--- config.mk ---
export PLATFORM = sky130hd
export DESIGN_NAME = ech_ctrl
export DESIGN_NICKNAME = d
export VERILOG_FILES = /design/src/ech_pkg.sv /design/src/ech_ctrl.sv
export SDC_FILE = /design/constraint.sdc
export NUM_CORES = 1
export LEC_CHECK = 0
export BUFFER_PORTS_ARGS = -buffer_cell sky130_fd_sc_hd__buf_2
export CORE_ASPECT_RATIO = 0.8
export CORE_MARGIN = 8
export CORE_UTILIZATION = 35
export DETAILED_ROUTE_END_ITERATION = 10
export PLACE_DENSITY = 0.6
export RECOVER_POWER = 50
export SYNTH_ARGS = -nofsm -noshare
export SYNTH_HDL_FRONTEND = slang
export SYNTH_SLANG_ARGS = --single-unit
--- constraint.sdc ---
create_clock -name clk -period 2.3 [get_ports clk]
set_input_delay 0.23 -clock clk [delete_from_list [all_inputs] [get_ports clk]]
set_output_delay 0.23 -clock clk [all_outputs]
set_load 0.01 [all_outputs]
--- src/ech_pkg.sv ---
`timescale 1ns / 1ps
// ----------------------------------------------------------------------------
// ech_pkg
// Shared types, constants and constant tables for the exponential chirp block.
// ----------------------------------------------------------------------------
package ech_pkg;

  localparam int TIME_BITS_DEF  = 28;
  localparam int PHASE_BITS_DEF = 32;

  localparam int EXP_TERMS  = 12;
  localparam int SINE_TERMS = 7;

  localparam logic [31:0] ONE_Q30     = 32'h4000_0000;
  localparam logic [29:0] LN2_Q30     = 30'd744261118;
  localparam logic [14:0] LN2_RECIP   = 15'd23637;      // floor(2^44 / LN2_Q30)
  localparam logic [30:0] HALF_PI_Q30 = 31'd1686629713;
  localparam logic [29:0] TURN_SCALE  = 30'd716770142;
  localparam logic [14:0] GAIN_Q20    = 15'd19608;
  localparam logic [27:0] US_PER_S    = 28'd1000000;

  localparam logic [7:0]  PERIOD_RST  = 8'd30;
  localparam logic [14:0] AMP_RST     = 15'd16384;
  localparam logic [15:0] START_RST   = 16'd768;
  localparam logic [15:0] END_RST     = 16'd13312;

  typedef enum logic [1:0] {
    CFG_PERIOD,
    CFG_AMPLITUDE,
    CFG_START_RATE,
    CFG_END_RATE
  } cfg_idx_t;

  typedef enum logic [4:0] {
    OP_NONE,
    OP_LOAD,
    OP_DISARM,
    OP_OVER,
    OP_ADV,
    OP_DIV_STEP,
    OP_RED_MUL,
    OP_RED_SET,
    OP_EXP_INIT,
    OP_MUL_TERM_R,
    OP_MUL_RECIP,
    OP_TAYLOR_FIX,
    OP_GAIN_MUL,
    OP_GAIN_SCALE,
    OP_RATE_MUL,
    OP_RATE_SET,
    OP_Q_MUL,
    OP_Q_SET,
    OP_D_HI,
    OP_D_LO,
    OP_PHASE,
    OP_X_MUL,
    OP_X_SET,
    OP_SIN_M1,
    OP_SIN_M2,
    OP_SINE_FIX,
    OP_AMP_MUL,
    OP_FIN,
    OP_EMIT
  } dp_op_t;

  typedef enum logic [4:0] {
    ST_IDLE,
    ST_EVAL,
    ST_DIV1,
    ST_RED0,
    ST_RED1,
    ST_EXP0,
    ST_T_MUL,
    ST_T_REC,
    ST_T_FIX,
    ST_K0,
    ST_K1,
    ST_R0,
    ST_R1,
    ST_Q0,
    ST_Q1,
    ST_D0,
    ST_D1,
    ST_PH,
    ST_X0,
    ST_X1,
    ST_S_M1,
    ST_S_M2,
    ST_S_REC,
    ST_S_FIX,
    ST_AMP,
    ST_FIN,
    ST_EMIT
  } ctl_state_t;

  typedef struct packed {
    dp_op_t     op;
    logic [7:0] divisor;
    logic       sub;
  } dp_cmd_t;

  typedef struct packed {
    logic armed;
    logic sweep_on;
    logic out_free;
  } dp_sts_t;

  // floor((2^32 - 1) / d) for the small divisors of both series
  function automatic logic [31:0] recip_q32(input logic [7:0] d);
    logic [31:0] m;
    case (d)
      8'd1:    m = 32'd4294967295;
      8'd2:    m = 32'd2147483647;
      8'd3:    m = 32'd1431655765;
      8'd4:    m = 32'd1073741823;
      8'd5:    m = 32'd858993459;
      8'd6:    m = 32'd715827882;
      8'd7:    m = 32'd613566756;
      8'd8:    m = 32'd536870911;
      8'd9:    m = 32'd477218588;
      8'd10:   m = 32'd429496729;
      8'd11:   m = 32'd390451572;
      8'd12:   m = 32'd357913941;
      8'd20:   m = 32'd214748364;
      8'd42:   m = 32'd102261126;
      8'd72:   m = 32'd59652323;
      8'd110:  m = 32'd39045157;
      8'd156:  m = 32'd27531841;
      8'd210:  m = 32'd20452225;
      default: m = 32'd0;
    endcase
    return m;
  endfunction

  // (2k)(2k+1) for sine term k
  function automatic logic [7:0] sine_div(input logic [3:0] k);
    logic [7:0] d;
    case (k)
      4'd1:    d = 8'd6;
      4'd2:    d = 8'd20;
      4'd3:    d = 8'd42;
      4'd4:    d = 8'd72;
      4'd5:    d = 8'd110;
      4'd6:    d = 8'd156;
      4'd7:    d = 8'd210;
      default: d = 8'd1;
    endcase
    return d;
  endfunction

endpackage

--- src/ech_ctrl.sv ---
`timescale 1ns / 1ps
// ----------------------------------------------------------------------------
// ech_ctrl
// Sequencer: steps the datapath through division, exp series, rate, phase
// and sine series for one tick; disarmed or finished-sweep ticks go to emit.
// ----------------------------------------------------------------------------
module ech_ctrl
  import ech_pkg::*;
#(
  parameter int TIME_BITS = TIME_BITS_DEF
) (
  input  logic    clk,
  input  logic    rst_n,
  input  logic    in_tvalid,
  output logic    in_tready,
  input  dp_sts_t sts,
  output dp_cmd_t cmd
);

  localparam int QW   = TIME_BITS - 1;
  localparam int CNTW = $clog2(QW);

  ctl_state_t      state_r, state_nxt;
  logic [CNTW-1:0] cnt_r, cnt_nxt;
  logic [3:0]      k_r, k_nxt;

  always_ff @(posedge clk) begin
    if (!rst_n) begin
      state_r <= ST_IDLE;
      cnt_r   <= '0;
      k_r     <= '0;
    end else begin
      state_r <= state_nxt;
      cnt_r   <= cnt_nxt;
      k_r     <= k_nxt;
    end
  end

  always_comb begin
    state_nxt = state_r;
    cnt_nxt   = cnt_r;
    k_nxt     = k_r;
    case (state_r)
      ST_IDLE: begin
        if (in_tvalid) state_nxt = ST_EVAL;
      end
      ST_EVAL: begin
        if (!sts.armed || !sts.sweep_on) begin
          state_nxt = ST_EMIT;
        end else begin
          state_nxt = ST_DIV1;
          cnt_nxt   = CNTW'(QW - 1);
        end
      end
      ST_DIV1: begin
        if (cnt_r == '0) state_nxt = ST_RED0;
        else cnt_nxt = cnt_r - 1'b1;
      end
      ST_RED0: state_nxt = ST_RED1;
      ST_RED1: state_nxt = ST_EXP0;
      ST_EXP0: begin
        state_nxt = ST_T_MUL;
        k_nxt     = 4'd1;
      end
      ST_T_MUL: state_nxt = ST_T_REC;
      ST_T_REC: state_nxt = ST_T_FIX;
      ST_T_FIX: begin
        if (k_r == 4'(EXP_TERMS)) begin
          state_nxt = ST_K0;
        end else begin
          state_nxt = ST_T_MUL;
          k_nxt     = k_r + 4'd1;
        end
      end
      ST_K0: state_nxt = ST_K1;
      ST_K1: state_nxt = ST_R0;
      ST_R0: state_nxt = ST_R1;
      ST_R1: state_nxt = ST_Q0;
      ST_Q0: state_nxt = ST_Q1;
      ST_Q1: state_nxt = ST_D0;
      ST_D0: state_nxt = ST_D1;
      ST_D1: state_nxt = ST_PH;
      ST_PH: state_nxt = ST_X0;
      ST_X0: state_nxt = ST_X1;
      ST_X1: begin
        state_nxt = ST_S_M1;
        k_nxt     = 4'd1;
      end
      ST_S_M1:  state_nxt = ST_S_M2;
      ST_S_M2:  state_nxt = ST_S_REC;
      ST_S_REC: state_nxt = ST_S_FIX;
      ST_S_FIX: begin
        if (k_r == 4'(SINE_TERMS)) begin
          state_nxt = ST_AMP;
        end else begin
          state_nxt = ST_S_M1;
          k_nxt     = k_r + 4'd1;
        end
      end
      ST_AMP: state_nxt = ST_FIN;
      ST_FIN: state_nxt = ST_EMIT;
      ST_EMIT: begin
        if (sts.out_free) state_nxt = ST_IDLE;
      end
      default: state_nxt = ST_IDLE;
    endcase
  end

  always_comb begin
    in_tready   = 1'b0;
    cmd.op      = OP_NONE;
    cmd.divisor = k_r[3:0] == 4'd0 ? 8'd1 : 8'(k_r);
    cmd.sub     = k_r[0];
    case (state_r)
      ST_IDLE: begin
        in_tready = 1'b1;
        if (in_tvalid) cmd.op = OP_LOAD;
      end
      ST_EVAL: begin
        if (!sts.armed) cmd.op = OP_DISARM;
        else if (!sts.sweep_on) cmd.op = OP_OVER;
        else cmd.op = OP_ADV;
      end
      ST_DIV1:  cmd.op = OP_DIV_STEP;
      ST_RED0:  cmd.op = OP_RED_MUL;
      ST_RED1:  cmd.op = OP_RED_SET;
      ST_EXP0:  cmd.op = OP_EXP_INIT;
      ST_T_MUL: cmd.op = OP_MUL_TERM_R;
      ST_T_REC: cmd.op = OP_MUL_RECIP;
      ST_T_FIX: cmd.op = OP_TAYLOR_FIX;
      ST_K0:    cmd.op = OP_GAIN_MUL;
      ST_K1:    cmd.op = OP_GAIN_SCALE;
      ST_R0:    cmd.op = OP_RATE_MUL;
      ST_R1:    cmd.op = OP_RATE_SET;
      ST_Q0:    cmd.op = OP_Q_MUL;
      ST_Q1:    cmd.op = OP_Q_SET;
      ST_D0:    cmd.op = OP_D_HI;
      ST_D1:    cmd.op = OP_D_LO;
      ST_PH:    cmd.op = OP_PHASE;
      ST_X0:    cmd.op = OP_X_MUL;
      ST_X1:    cmd.op = OP_X_SET;
      ST_S_M1:  cmd.op = OP_SIN_M1;
      ST_S_M2:  cmd.op = OP_SIN_M2;
      ST_S_REC: begin
        cmd.op      = OP_MUL_RECIP;
        cmd.divisor = sine_div(k_r);
      end
      ST_S_FIX: begin
        cmd.op      = OP_SINE_FIX;
        cmd.divisor = sine_div(k_r);
      end
      ST_AMP:   cmd.op = OP_AMP_MUL;
      ST_FIN:   cmd.op = OP_FIN;
      ST_EMIT: begin
        if (sts.out_free) cmd.op = OP_EMIT;
      end
      default:  cmd.op = OP_NONE;
    endcase
  end

endmodule

==> results of run 1 <==
==> state kept, by name, summed over array words and instances, names as in the netlist <==
| register | count |
|---|---|
| cnt_r | 5 |
| k_r | 4 |
| state_r | 5 |
==> final cells by class <==
class | instances | area share (%)
clock buffer | 3 | 2.51
inverter | 10 | 2.28
multi-input combinational | 162 | 63.6
sequential | 14 | 17.0
tap | 57 | 4.33
timing repair buffer | 30 | 10.2
==> worst max-delay path, delay by kind of cell, from the launching register on <==
kind | cells | cell delay [ns]
flip-flops | 1 | 0.42
buffers and inverters | 2 | 0.25
AND/OR/NAND/NOR | 2 | 0.63
adder cells (fa/ha/maj) | 1 | 0.22
AO/OA/AOI/OAI | 1 | 0.16
==> routing by layer <==
layer | global-route usage, % | vias to the layer above | share of wire (%)
li1 | - | 783 | -
met1 | 16.9 | 689 | 50
met2 | 17.9 | 23 | 46
met3 | 1.45 | 2 | 3.0
met4 | 2.85 | 0 | 0.82
met5 | 0 | - | 0
==> cell usage after synthesis, types with 2 or more instances <==
| cell | number |
|---|---|
| sky130_fd_sc_hd__nor2_1 | 17 |
| sky130_fd_sc_hd__or4b_1 | 2 |
| sky130_fd_sc_hd__o221ai_1 | 2 |
| sky130_fd_sc_hd__o311ai_0 | 2 |
| sky130_fd_sc_hd__mux2i_1 | 5 |
| sky130_fd_sc_hd__nor3_1 | 6 |
| sky130_fd_sc_hd__inv_1 | 10 |
| sky130_fd_sc_hd__buf_2 | 2 |
| sky130_fd_sc_hd__xnor2_1 | 2 |
| sky130_fd_sc_hd__o31ai_1 | 3 |
| sky130_fd_sc_hd__o21ai_0 | 14 |
| sky130_fd_sc_hd__nand3_1 | 9 |
| sky130_fd_sc_hd__nand4_1 | 2 |
| sky130_fd_sc_hd__a21oi_1 | 18 |
| sky130_fd_sc_hd__nor4_1 | 2 |
| sky130_fd_sc_hd__or3b_2 | 2 |
| sky130_fd_sc_hd__o31a_1 | 3 |
| sky130_fd_sc_hd__ha_1 | 6 |
| sky130_fd_sc_hd__o211ai_1 | 3 |
| sky130_fd_sc_hd__clkbuf_1 | 14 |
| sky130_fd_sc_hd__nand2b_1 | 2 |
| sky130_fd_sc_hd__nand2_1 | 16 |
| sky130_fd_sc_hd__a32oi_1 | 3 |
| sky130_fd_sc_hd__o2111ai_1 | 2 |
| sky130_fd_sc_hd__nor2b_1 | 5 |
| sky130_fd_sc_hd__nand3b_1 | 7 |
| sky130_fd_sc_hd__dfxtp_1 | 14 |
| sky130_fd_sc_hd__or3_1 | 5 |
| sky130_fd_sc_hd__o211a_1 | 3 |
| sky130_fd_sc_hd__or2_2 | 4 |
==> cells by family after synthesis <==
group,after synthesis
buf+inv,28
simple gates,86
flops,14
fa+ha+maj,6
compound gates,62
mux,5
xor+xnor,3
==> metrics by stage <==
step | hold WS, ns | instances | cell area, um^2
3_5_place_dp | 0.516 | 273 | 1610
2_1_floorplan | 0.397 | 204 | 1450
4_1_cts | 0.331 | 276 | 1650
5_1_grt | 0.345 | 276 | 1650
6_report | 0.339 | 276 | 1650
3_3_place_gp | 0.523 | 273 | 1610
==> power groups by stage <==
stage | clock [W] | combinational [W] | sequential, W
global route | 0.000219 | 0.00143 | 0.000487
floorplan | 0 | 0.00105 | 0.000366
detailed placement | 0 | 0.00129 | 0.000467
global placement | 0 | 0.00130 | 0.000468
CTS | 0.000207 | 0.00130 | 0.000461
finish | 0.000201 | 0.00129 | 0.000467
==> worst max path at each step <==
stage | to | slack (ns) | start
after detailed placement | k_r[0]$_SDFFE_PN0P_ | 0.38 | state_r[2]$_SDFFE_PN0P_
final | cmd[1] | 0.16 | k_r[1]$_SDFFE_PN0P_
after global placement | k_r[0]$_SDFFE_PN0P_ | 0.35 | state_r[2]$_SDFFE_PN0P_
after CTS | cmd[1] | 0.15 | k_r[1]$_SDFFE_PN0P_
after floorplan | cmd[1] | 0.58 | k_r[1]$_SDFFE_PN0P_
after global routing | cmd[10] | 0.01 | state_r[2]$_SDFFE_PN0P_
==> results list, run 1 <==
- Status: finished, final reports clean
* Pin count of the biggest net entering global routing: 23
- Counting I/O delays and the setup requirement, the final critical path takes 2.14 ns.
- Gr usage total: 11.8%
* Register area: 280 um^2
- Detailed Routing Iterations Pass 1: 4
- The die is 87.9 um wide.
- The synthesized netlist devotes 5.19% of its cell area to adder and majority cells.
- Worst EP required: 2.07 ns
* Total wire length after detailed routing: 3760 um
* Combinational share of power: 65.9%
- After synthesis, the largest family of logic cells by area is simple AND/OR/NAND/NOR gates.
- Proportion of netlist area held by the largest area contributor: 19.4%
- After Yosys synthesis, and, or, nand and nor cells account for 32.5% of the synthesized area.
- Synthesis inferred 14 register bits.
* Syn Inst Count: 204
- Fraction of the core area covered by cells at the end of the flow: 40.4%
* Vias per std cell: 5.42
* Final hold violation count: 0
- In this run the core area contains 21 standard-cell rows.
- After layout, the worst path uses 93.2% of the clock period.
- Number of buffers added for setup after CTS: 0
- Depth of the worst register-to-register path: 6
- Peak supply drop: 0.000410 V
- The worst hold path terminates at k_r[1]$_SDFFE_PN0P_.
- The worst hold path begins at rst_n.
- Number of fill cells in the layout: 439
* Clk pwr share: 10.3%
- # port buffers: 20
- Source of the worst register-to-register timing path: state_r[1]$_SDFFE_PN0P_
- Setup repair after global routing left no endpoint under its margin.
- Clock transition at the registers of the reported paths: 0.06 ns
* Hold Buf Count CTS: 0
* Max clock buf depth: 2
* Setup slack of the most critical reg-to-reg path: 0.29 ns
- Static timing analysis puts the maximum clock frequency at 0.467 GHz.
* Post-route DRC violation count: 0
* Number of flops mapped to enable cells by yosys: 0
* Nets@finish: 233
- Max FO, Critical Path: 6
- Starting utilization of the core area: 35.5%
* Endpoints failing setup: 0
* Reg-to-reg critical path endpoint: cnt_r[0]$_SDFFE_PN0P_
- Slowest stage cell on the critical path: sky130_fd_sc_hd__dfxtp_1
- Leaving out fill and tap cells, the most frequent cell in the layout is sky130_fd_sc_hd__buf_2.
* CTS root buffer: sky130_fd_sc_hd__clkbuf_8
* Final total negative setup slack: 0 ns
- In this run the count of I/O pins placed on the die edge is 21.
- Multiplexer cells account for 3.46% of the synthesized area.
* Synth unique cells: 49
* Average wire per cell in the routed design: 13.6 um
- For the worst setup path, the data arrival time is 1.91 ns.
- Avg Inst Size Synth: 7.09 um^2
* Class of the tightest hold or removal check: input port to register
- Via count of the first global-routing pass: 1293
- Summed over all nets, the switching power comes to 0.000972 W.
- Via count: 1497
- Warning count from the yosys run: 0
* Number of nets produced by synthesis: 216
- Overflow left after global routing: 0
- Cell internal power was estimated by the tool at 0.000985 W.
- The first global-routing pass estimated 6250 um of wire.
- The number of clock buffers added by TritonCTS is 3.
- Static power due to leakage: 0.679 nW
* Slowest cell delay on critical path: 0.42 ns
- Complex-gate fraction of the synthesized area: 29.4%
- Count of max-cap constraint violations: 0
- Initial antenna violation count: 0
- The worst setup path is launched from a register.
- The core region is 0.00407 mm^2.
* Highest-count cells in the layout ignoring fill and taps: sky130_fd_sc_hd__buf_2 (19), sky130_fd_sc_hd__a21oi_1 (18), sky130_fd_sc_hd__nor2_1 (17), sky130_fd_sc_hd__nand2_1 (16)
- Pre-CTS worst setup slack: 0.380 ns
- In the post-synthesis netlist, the biggest area contributors are sky130_fd_sc_hd__dfxtp_1 (19%), sky130_fd_sc_hd__a21oi_1 (6.2%), sky130_fd_sc_hd__ha_1 (5.2%).
* Register area share after synthesis: 19.4%
* Normalized max-slew margin: 58.8%
- Flop pwr share: 23.8%
* Top FF cell, synth: sky130_fd_sc_hd__dfxtp_1
* Resized Gates After CTS: 0
- The first routing iteration left 147 violations.
* # H-tree levels: 1
- Worst Clk Skew: 0.000648 ns
* Share of post-route cells with drive strength above 1: 17.8%
- The clock net in this run drives a total of 14 sinks.
- TritonCTS built the clock tree.
- The final count of pins violating max slew was 0.
- Xor and xnor fraction of the mapped netlist area: 1.82%
* Remaining antenna violation count: 0
- Along the worst hold path, the cell count comes to 3.
* Async set or reset register ratio after synthesis: 0%
- Power Dens Cells: 1190 mW/mm^2
- Summing every instance area after synthesis gives 0.00145 mm^2.
- Traced cell by cell, the critical path runs through inv_1 > ha_1 > or2_2 > or3_1 > a32oi_1 > buf_2.
- Compared with the post-synthesis result, the final layout area differs by 13.8%.
- Area occupied by multi-input gates: 0.00105 mm^2
- Clock network latency to the later pin of the worst-skew pair: 0.24 ns
- Y dimension of the die: 73.5 um
* Slew at the pin closest to its max-slew limit: 0.617 ns
- Endpoint type of the worst setup path: primary output
- At the end of routability-driven placement, the weighted congestion stood at 0.832.
- By startpoint and endpoint, the worst setup path is classified as register to primary output.
* Switching portion of total power: 49.7%
- HPWL reported at the end of detailed placement: 2820 um
* Die Outline Area: 0.00646 mm^2
- The design draws 0.00196 W.
- Worst setup margin: 0.157 ns
- Most area-hungry cell type in the Yosys netlist: sky130_fd_sc_hd__dfxtp_1
- Diode insertion count for antenna repair: 0
(Power assumes the default switching activity.)
==> run 2: changes to the inputs <==
==> constraint.sdc (replaced) <==
create_clock -name clk -period 2.6 [get_ports clk]
set_input_delay 0.26 -clock clk [delete_from_list [all_inputs] [get_ports clk]]
set_output_delay 0.26 -clock clk [all_outputs]
set_load 0.01 [all_outputs]
==> run 2 against run 1 <==
- flip-flop and latch count unchanged
- die area unchanged
- critical path depth shrank 1
- clock skew is 0.0073 ns higher
- via count grew 0.60%
- sequential power decreased by 7.7%
- power fell by 10%
- global-route usage is 0.34 points lower
- critical path type unchanged
- critical endpoint is now cmd[9]
- largest cell class unchanged
- largest power group unchanged
==> results list, run 2 (same netlist as run 1, synthesis figures left out) <==
- The routed design could run at a clock period as short as 2.31 ns.
- Num Clock Sinks: 14 (unchanged)
- The clock latency at the later pin of the worst-skew pair is 0.25 ns (about the same).
- The worst-case reg-to-reg path depth came to 4 (-2).
- CTS placed an instance of sky130_fd_sc_hd__clkbuf_8 at the clock tree root.
* Remaining antenna violation count: 0 (unchanged)
- The number of violations reported at the end of detailed-routing iteration 0 was 164 (+12%).
- Via count: 1506 (+0.60%)
- For this run, the top clock speed supported by timing is 0.433 GHz.
* Number of slew-limit violations in the final report: 0 (unchanged)
- Nets@finish: 230 (-1.3%)
* # port buffers: 20 (unchanged)
- The number of endpoints with negative hold slack in the final report was 0 (unchanged).
* Area growth, synth to finish: 13.0%
- The buffer count from post-CTS setup fixing was 0 (unchanged).
- The number of placed instances, taps included was 270 (-1.1%).
- Count of max-cap constraint violations: 0 (unchanged)
- The post-detailed-placement half-perimeter wirelength was 2820 um (+0.13%).
* Average wire per cell in the routed design: 13.8 um (+1.1%)
* Largest registers: cnt_r x5, state_r x5, k_r x4
- The final core utilization was 40.1% (-0.28 points).
- Design Area, Final: 0.00163 mm^2 (-0.68%)
* Share of the clock period used by the worst path after layout: 88.7%
- Clock transition at the registers of the reported paths: 0.07 ns (about the same)
- The data required time at the worst endpoint was 2.34 ns (+0.27 ns).
* Gr usage total: 11.5% (-0.34 points)
* Highest-count cells in the layout ignoring fill and taps: sky130_fd_sc_hd__a21oi_1 (18), sky130_fd_sc_hd__buf_2 (18), sky130_fd_sc_hd__nor2_1 (17), sky130_fd_sc_hd__nand2_1 (16)
- Arrival @ worst endpoint: 2.05 ns (+0.14 ns)
* Row cnt: 21 (unchanged)
* Number of top-level pins: 21 (unchanged)
- The depth of the worst hold-timing path came to 2 (-1).
- TritonCTS built the clock tree.
- The worst setup path is launched from a register.
- The count of endpoints failing setup in the final report came to 0 (unchanged).
- The final weighted congestion in routability-driven placement came to 0.799 (-3.9%).
* Finished Layout Cells: 274 (-0.72%)
- The number of detailed-routing iterations run before antenna repair was 4 (unchanged).
- Y dimension of the die: 73.5 um (unchanged)
- Global-route wire length before repair: 6060 um (-3.1%)
* Max clock buf depth: 2 (unchanged)
* Worst Clk Skew: 0.00796 ns (+0.00731 ns)
- The ratio of total power to cell area is 1080 mW/mm^2 (-9.3%).
* Final total negative setup slack: 0 ns (unchanged)
- The share of layout cells above drive strength 1 is 16.1% (-1.7 points).
- The total global routing overflow is 0 (unchanged).
- The worst setup path is captured at a primary output.
* Hold Buf Count CTS: 0 (unchanged)
* Clock buffers created by TritonCTS: 3 (unchanged)
* Class of the tightest hold or removal check: input port to register
- Pin count of the biggest net entering global routing: 23 (unchanged)
- The final wirelength is 3770 um (+0.40%).
- Slew at the pin closest to its max-slew limit: 0.630 ns (+0.0123 ns)
- The depth of the CTS H-tree came to 1 (unchanged).
* Vias per std cell: 5.50 (+1.3%)
- Horizontal die dimension: 87.9 um (unchanged)
* Initial antenna violation count: 0 (unchanged)
- Area post-placement: 0.00159 mm^2 (-1.4%)
* Post-route DRC violation count: 0 (unchanged)
- Die Outline Area: 0.00646 mm^2 (unchanged)
- Resized Gates After CTS: 0 (unchanged)
* Max FO, Critical Path: 22 (+16)
- WS Path Type: register to primary output
- The area of the core was 0.00407 mm^2 (unchanged).
- The number of diodes added for antenna fixing was 0 (unchanged).
* Setup repair after global routing missed its margin: false
- The flow ran to the end, and the final reports show no timing, DRC or antenna violations.
- Static power due to leakage: 0.663 nW (-2.4%)
- The total power came to 0.00176 W (-10%).
* Normalized max-slew margin: 57.7% (-1.1 points)
- Peak supply drop: 0.000353 V (-14%)
- The starting density of the core came to 35.5% (unchanged).
- Via count of the first global-routing pass: 1271 (-1.7%)
-- run 2: worst max-delay path, stage by stage (launching register included) --
cell                       delay (ns)
sky130_fd_sc_hd__dfxtp_1         0.72
sky130_fd_sc_hd__or2_0           0.43
sky130_fd_sc_hd__o21ai_0         0.19
sky130_fd_sc_hd__a32oi_1         0.17
sky130_fd_sc_hd__o221ai_1        0.13
sky130_fd_sc_hd__buf_2           0.16
-- run 2: layout make-up --
type / instances / area [um^2]
clock buffer: 4 / 55.1
timing repair buffer: 27 / 143
fill: 434 / 2440
inverter: 10 / 37.5
tap: 57 / 71.3
multi-input combinational: 162 / 1050
sequential: 14 / 280
-- run 2: per-layer routing --
metal | up-vias | GRT usage [%] | wire, um
li1 | 776 | - | -
met1 | 691 | 16.5 | 1920
met2 | 37 | 17.6 | 1680
met3 | 2 | 0.894 | 156
met4 | 0 | 2.85 | 25
met5 | - | 0 | 0
-- run 2: stage by stage --
step,hold WS (ns),worst slack (ns)
floorplan,0.427,0.848
global placement,0.522,0.631
detailed placement,0.523,0.612
CTS,0.360,0.366
global route,0.372,0.115
finish,0.355,0.293
-- run 2: report_power, final --
group	switching (W)	internal [W]	total, W
Sequential	0.000152	0.000280	0.000431
Combinational	0.000643	0.000470	0.00111
Clock	0.0000838	0.000134	0.000218
Total	0.000878	0.000884	0.00176
-- run 2: final timing paths --
check	slack, ns	to	start
worst max-delay path	0.29	cmd[9]	state_r[2]$_SDFFE_PN0P_
worst min-delay path	0.36	state_r[1]$_SDFFE_PN0P_	rst_n
worst min register to register	0.54	cnt_r[1]$_SDFFE_PN0P_	cnt_r[1]$_SDFFE_PN0P_
worst max register to register	0.47	k_r[0]$_SDFFE_PN0P_	state_r[2]$_SDFFE_PN0P_
==> run 3: changes to the inputs <==
--- a/config.mk
+++ b/config.mk
@@ -7,7 +7,7 @@
 export LEC_CHECK = 0
 export BUFFER_PORTS_ARGS = -buffer_cell sky130_fd_sc_hd__buf_2
 export CORE_ASPECT_RATIO = 0.8
-export CORE_MARGIN = 8
+export CORE_MARGIN = 1.5
 export CORE_UTILIZATION = 35
 export DETAILED_ROUTE_END_ITERATION = 10
 export PLACE_DENSITY = 0.6
==> constraint.sdc (replaced) <==
create_clock -name clk -period 2.5 [get_ports clk]
set_input_delay 0.25 -clock clk [delete_from_list [all_inputs] [get_ports clk]]
set_output_delay 0.25 -clock clk [all_outputs]
set_load 0.01 [all_outputs]
==> run 3 against run 2 <==
- sequential share of layout area shrank 0.065 points
- combinational power grew 5%
- power grew 3.1%
- largest cell class unchanged
- count of clock-buffer cells in the layout is the same
- worst setup slack lost 0.037 ns
- via count shrank 0.86%
- non-clock buffer count is the same
==> results list, run 3 (same netlist as run 1, synthesis figures left out) <==
* WP buf/inv: 1 (unchanged)
- Endpoint of the most critical setup path: cmd[9]
- Clock transition at the registers of the reported paths: 0.06 ns (about the same)
- The post-placement cell area came to 0.00159 mm^2 (-0.16%).
- The library cell used most frequently in the layout, excluding fill and tap cells, is sky130_fd_sc_hd__buf_2.
- Tmin final: 2.24 ns
* Wl on met1: 1870 um (-2.5%)
- Static power due to leakage: 0.675 nW (+1.8%)
- The kind of cell with the highest combined delay along the critical path is flip-flops.
- The remaining design rule violation count came to 0 (unchanged).
* Nets@finish: 230 (unchanged)
- The startpoint identified for the worst register-to-register timing path is state_r[2]$_SDFFE_PN0P_.
- Via count: 1493 (-0.86%)
* Flop pwr share: 23.7% (-0.8 points)
- The worst path uses 89.7% of the clock period.
* Slowest cell delay on critical path: 0.72 ns (about the same)
- The number of detailed-routing iterations run before antenna repair was 4 (unchanged).
- The die width is 74.9 um (-15%).
- The top cell types in the final layout, fill and taps aside, are sky130_fd_sc_hd__buf_2 (19), sky130_fd_sc_hd__a21oi_1 (18), sky130_fd_sc_hd__nor2_1 (17), sky130_fd_sc_hd__nand2_1 (16).
- The area occupied by multi-input gates is 0.00105 mm^2 (unchanged).
- The post-route cell area came to 0.00164 mm^2 (+0.38%).
* Depth of the worst register-to-register path: 4 (unchanged)
- Overflow left after global routing: 0 (unchanged)
- Worst setup margin: 0.256 ns (-0.0367 ns)
* Total wire length after detailed routing: 3490 um (-7.6%)
- The count of endpoints failing setup in the final report is 0 (unchanged).
* Global-route wire length before repair: 5910 um (-2.5%)
* # H-tree levels: 1 (unchanged)
- Slew at the pin closest to its max-slew limit: 0.630 ns (+0.0000808 ns)
* Largest registers: cnt_r x5, state_r x5, k_r x4
- The die height came to 60.5 um (-18%).
- Instance count on the critical path: 5 (unchanged)
- The post-route antenna net violation count was 0 (unchanged).
- Worst EP required: 2.25 ns (-0.09 ns)
* Count of max-cap constraint violations: 0 (unchanged)
* Reg-to-reg critical path endpoint: k_r[0]$_SDFFE_PN0P_
* Average wire per cell in the routed design: 12.8 um (-6.9%)
* Crit-path cells: or2_0 > o21ai_0 > a32oi_1 > o221ai_1 > buf_2
- Relative to the synthesized area, the layout overhead comes to 13.4%.
- The setup slack at placement came to 0.553 ns (-0.0588 ns).
- Switching portion of total power: 48.7% (-1.1 points)
- The worst max-slew margin expressed relative to the limit was 58.0% (+0.26 points).
- The maximum clock path buffer count was 2 (unchanged).
- Endpoint type of the worst setup path: primary output
- The cts-stage hold buffer count is 0 (unchanged).
- The area used by sequential logic in the layout is 280 um^2 (unchanged).
- The share of layout cells above drive strength 1 was 17.5% (+1.4 points).
* Core area: 0.00388 mm^2 (-4.8%)
- Initial antenna violation count: 0 (unchanged)
- The count of port buffers added during placement was 20 (unchanged).
- The number of top-level pins is 21 (unchanged).
* HPWL reported at the end of detailed placement: 2640 um (-6.5%)
- Number of buffers added for setup after CTS: 0 (unchanged)
* Slowest stage cell on the critical path: sky130_fd_sc_hd__dfxtp_1
- Worst Clk Skew: 0.00403 ns (-0.00393 ns)
- The internal portion of total power is 0.000932 W (+5.4%).
* Power Dens Cells: 1110 mW/mm^2 (+2.7%)
* Class of the tightest hold or removal check: input port to register
- Max FO, Critical Path: 22 (unchanged)
- Starting utilization of the core area: 37.3% (+1.8 points)
- The total track usage came to 16.6% (+5.2 points).
* P_sw: 0.000886 W (+0.86%)
- Clock buffers created by TritonCTS: 3 (unchanged)
- Critical path launch point type: register
* Status: finished, final reports clean
* Diode insertion count for antenna repair: 0 (unchanged)
* Global placer's final weighted congestion: 0.805 (+0.76%)
- The number of rows created at floorplan was 20 (-4.8%).
* Peak supply drop: 0.000420 V (+19%)
- Clock tree synthesis selected as its root buffer the cell sky130_fd_sc_hd__clkbuf_8.
* Clk pwr share: 12.2% (-0.2 points)
- The clock sink count was 14 (unchanged).
- The most critical setup path has its startpoint at state_r[2]$_SDFFE_PN0P_.
* Via count of the first global-routing pass: 1273 (+0.16%)
* Arrival @ worst endpoint: 1.99 ns (-0.06 ns)
- Static timing analysis puts the maximum clock frequency at 0.446 GHz.
- The wire length on met2 was 1450 um (-14%).
- Setup slack of the most critical reg-to-reg path: 0.43 ns (-0.04 ns)
* Highest metal layer used by the detailed router: met4
* WS Path Type: register to primary output
- The largest net degree at the start of global routing was 23 (unchanged).
- Combinational share of power: 64.1% (+0.9 points)
- Clock network latency to the later pin of the worst-skew pair: 0.24 ns (about the same)
- The number of violations reported at the end of detailed-routing iteration 0 was 142 (-13%).
* Final total negative setup slack: 0 ns (unchanged)
- The die footprint is 0.00453 mm^2 (-30%).
- Vias per std cell: 5.49 (-0.13%)
- Clock tree from TritonCTS: yes
- Final hold violation count: 0 (unchanged)
- The final count of pins violating max slew was 0 (unchanged).
- The number of filler cells placed in the layout came to 401 (-7.6%).
* Detailed route wirelength on metal3: 160 um (+2.6%)
* Resized Gates After CTS: 0 (unchanged)
- Setup repair after global routing left no endpoint under its margin.
==> run 3: worst min path at each step <==
stage	from	to	depth (start not counted)
after floorplan	rst_n	k_r[3]$_SDFFE_PN0P_	2
after global placement	cnt_r[1]$_SDFFE_PN0P_	cnt_r[1]$_SDFFE_PN0P_	1
after detailed placement	cnt_r[1]$_SDFFE_PN0P_	cnt_r[1]$_SDFFE_PN0P_	1
after CTS	rst_n	k_r[1]$_SDFFE_PN0P_	3
after global routing	rst_n	k_r[1]$_SDFFE_PN0P_	3
final	rst_n	k_r[1]$_SDFFE_PN0P_	3
==> run 3: metal layers <==
layer  track usage [%]  vias up
met3              2.49        2
met4              2.34        0
li1                  -      780
met1              26.0      679
met2              24.5       32
met5                 0        -
==> run 3: worst min-delay path, delay by kind of cell <==
kind	cells	cell delay [ns]
buffers and inverters	1	0.18
AND/OR/NAND/NOR	1	0.08
AO/OA/AOI/OAI	1	0.04
==> run 3: area by class of cell <==
cell class	count	area share, %
clock buffers	4	3.36
well taps	55	4.20
multi-input cells	162	63.8
inverters	10	2.29
repair buffers	27	9.23
flip-flops and latches	14	17.1
==> run 3: through the flow <==
step	hold slack, ns	std cells	utilization (%)	power (W)
floorplan	0.417	204	-	0.00130
global placement	0.524	268	40.9	0.00160
detailed placement	0.518	268	40.9	0.00159
CTS	0.348	272	42.3	0.00181
global route	0.376	272	42.3	0.00199
finish	0.355	272	42.3	0.00182
==> run 3: power groups by stage <==
stage | clock network (W) | registers [W] | logic [W]
2_1_floorplan | 0 | 0.000336 | 0.000965
3_3_place_gp | 0 | 0.000431 | 0.00117
3_5_place_dp | 0 | 0.000433 | 0.00116
4_1_cts | 0.000224 | 0.000428 | 0.00116
5_1_grt | 0.000237 | 0.000450 | 0.00131
6_report | 0.000222 | 0.000431 | 0.00116
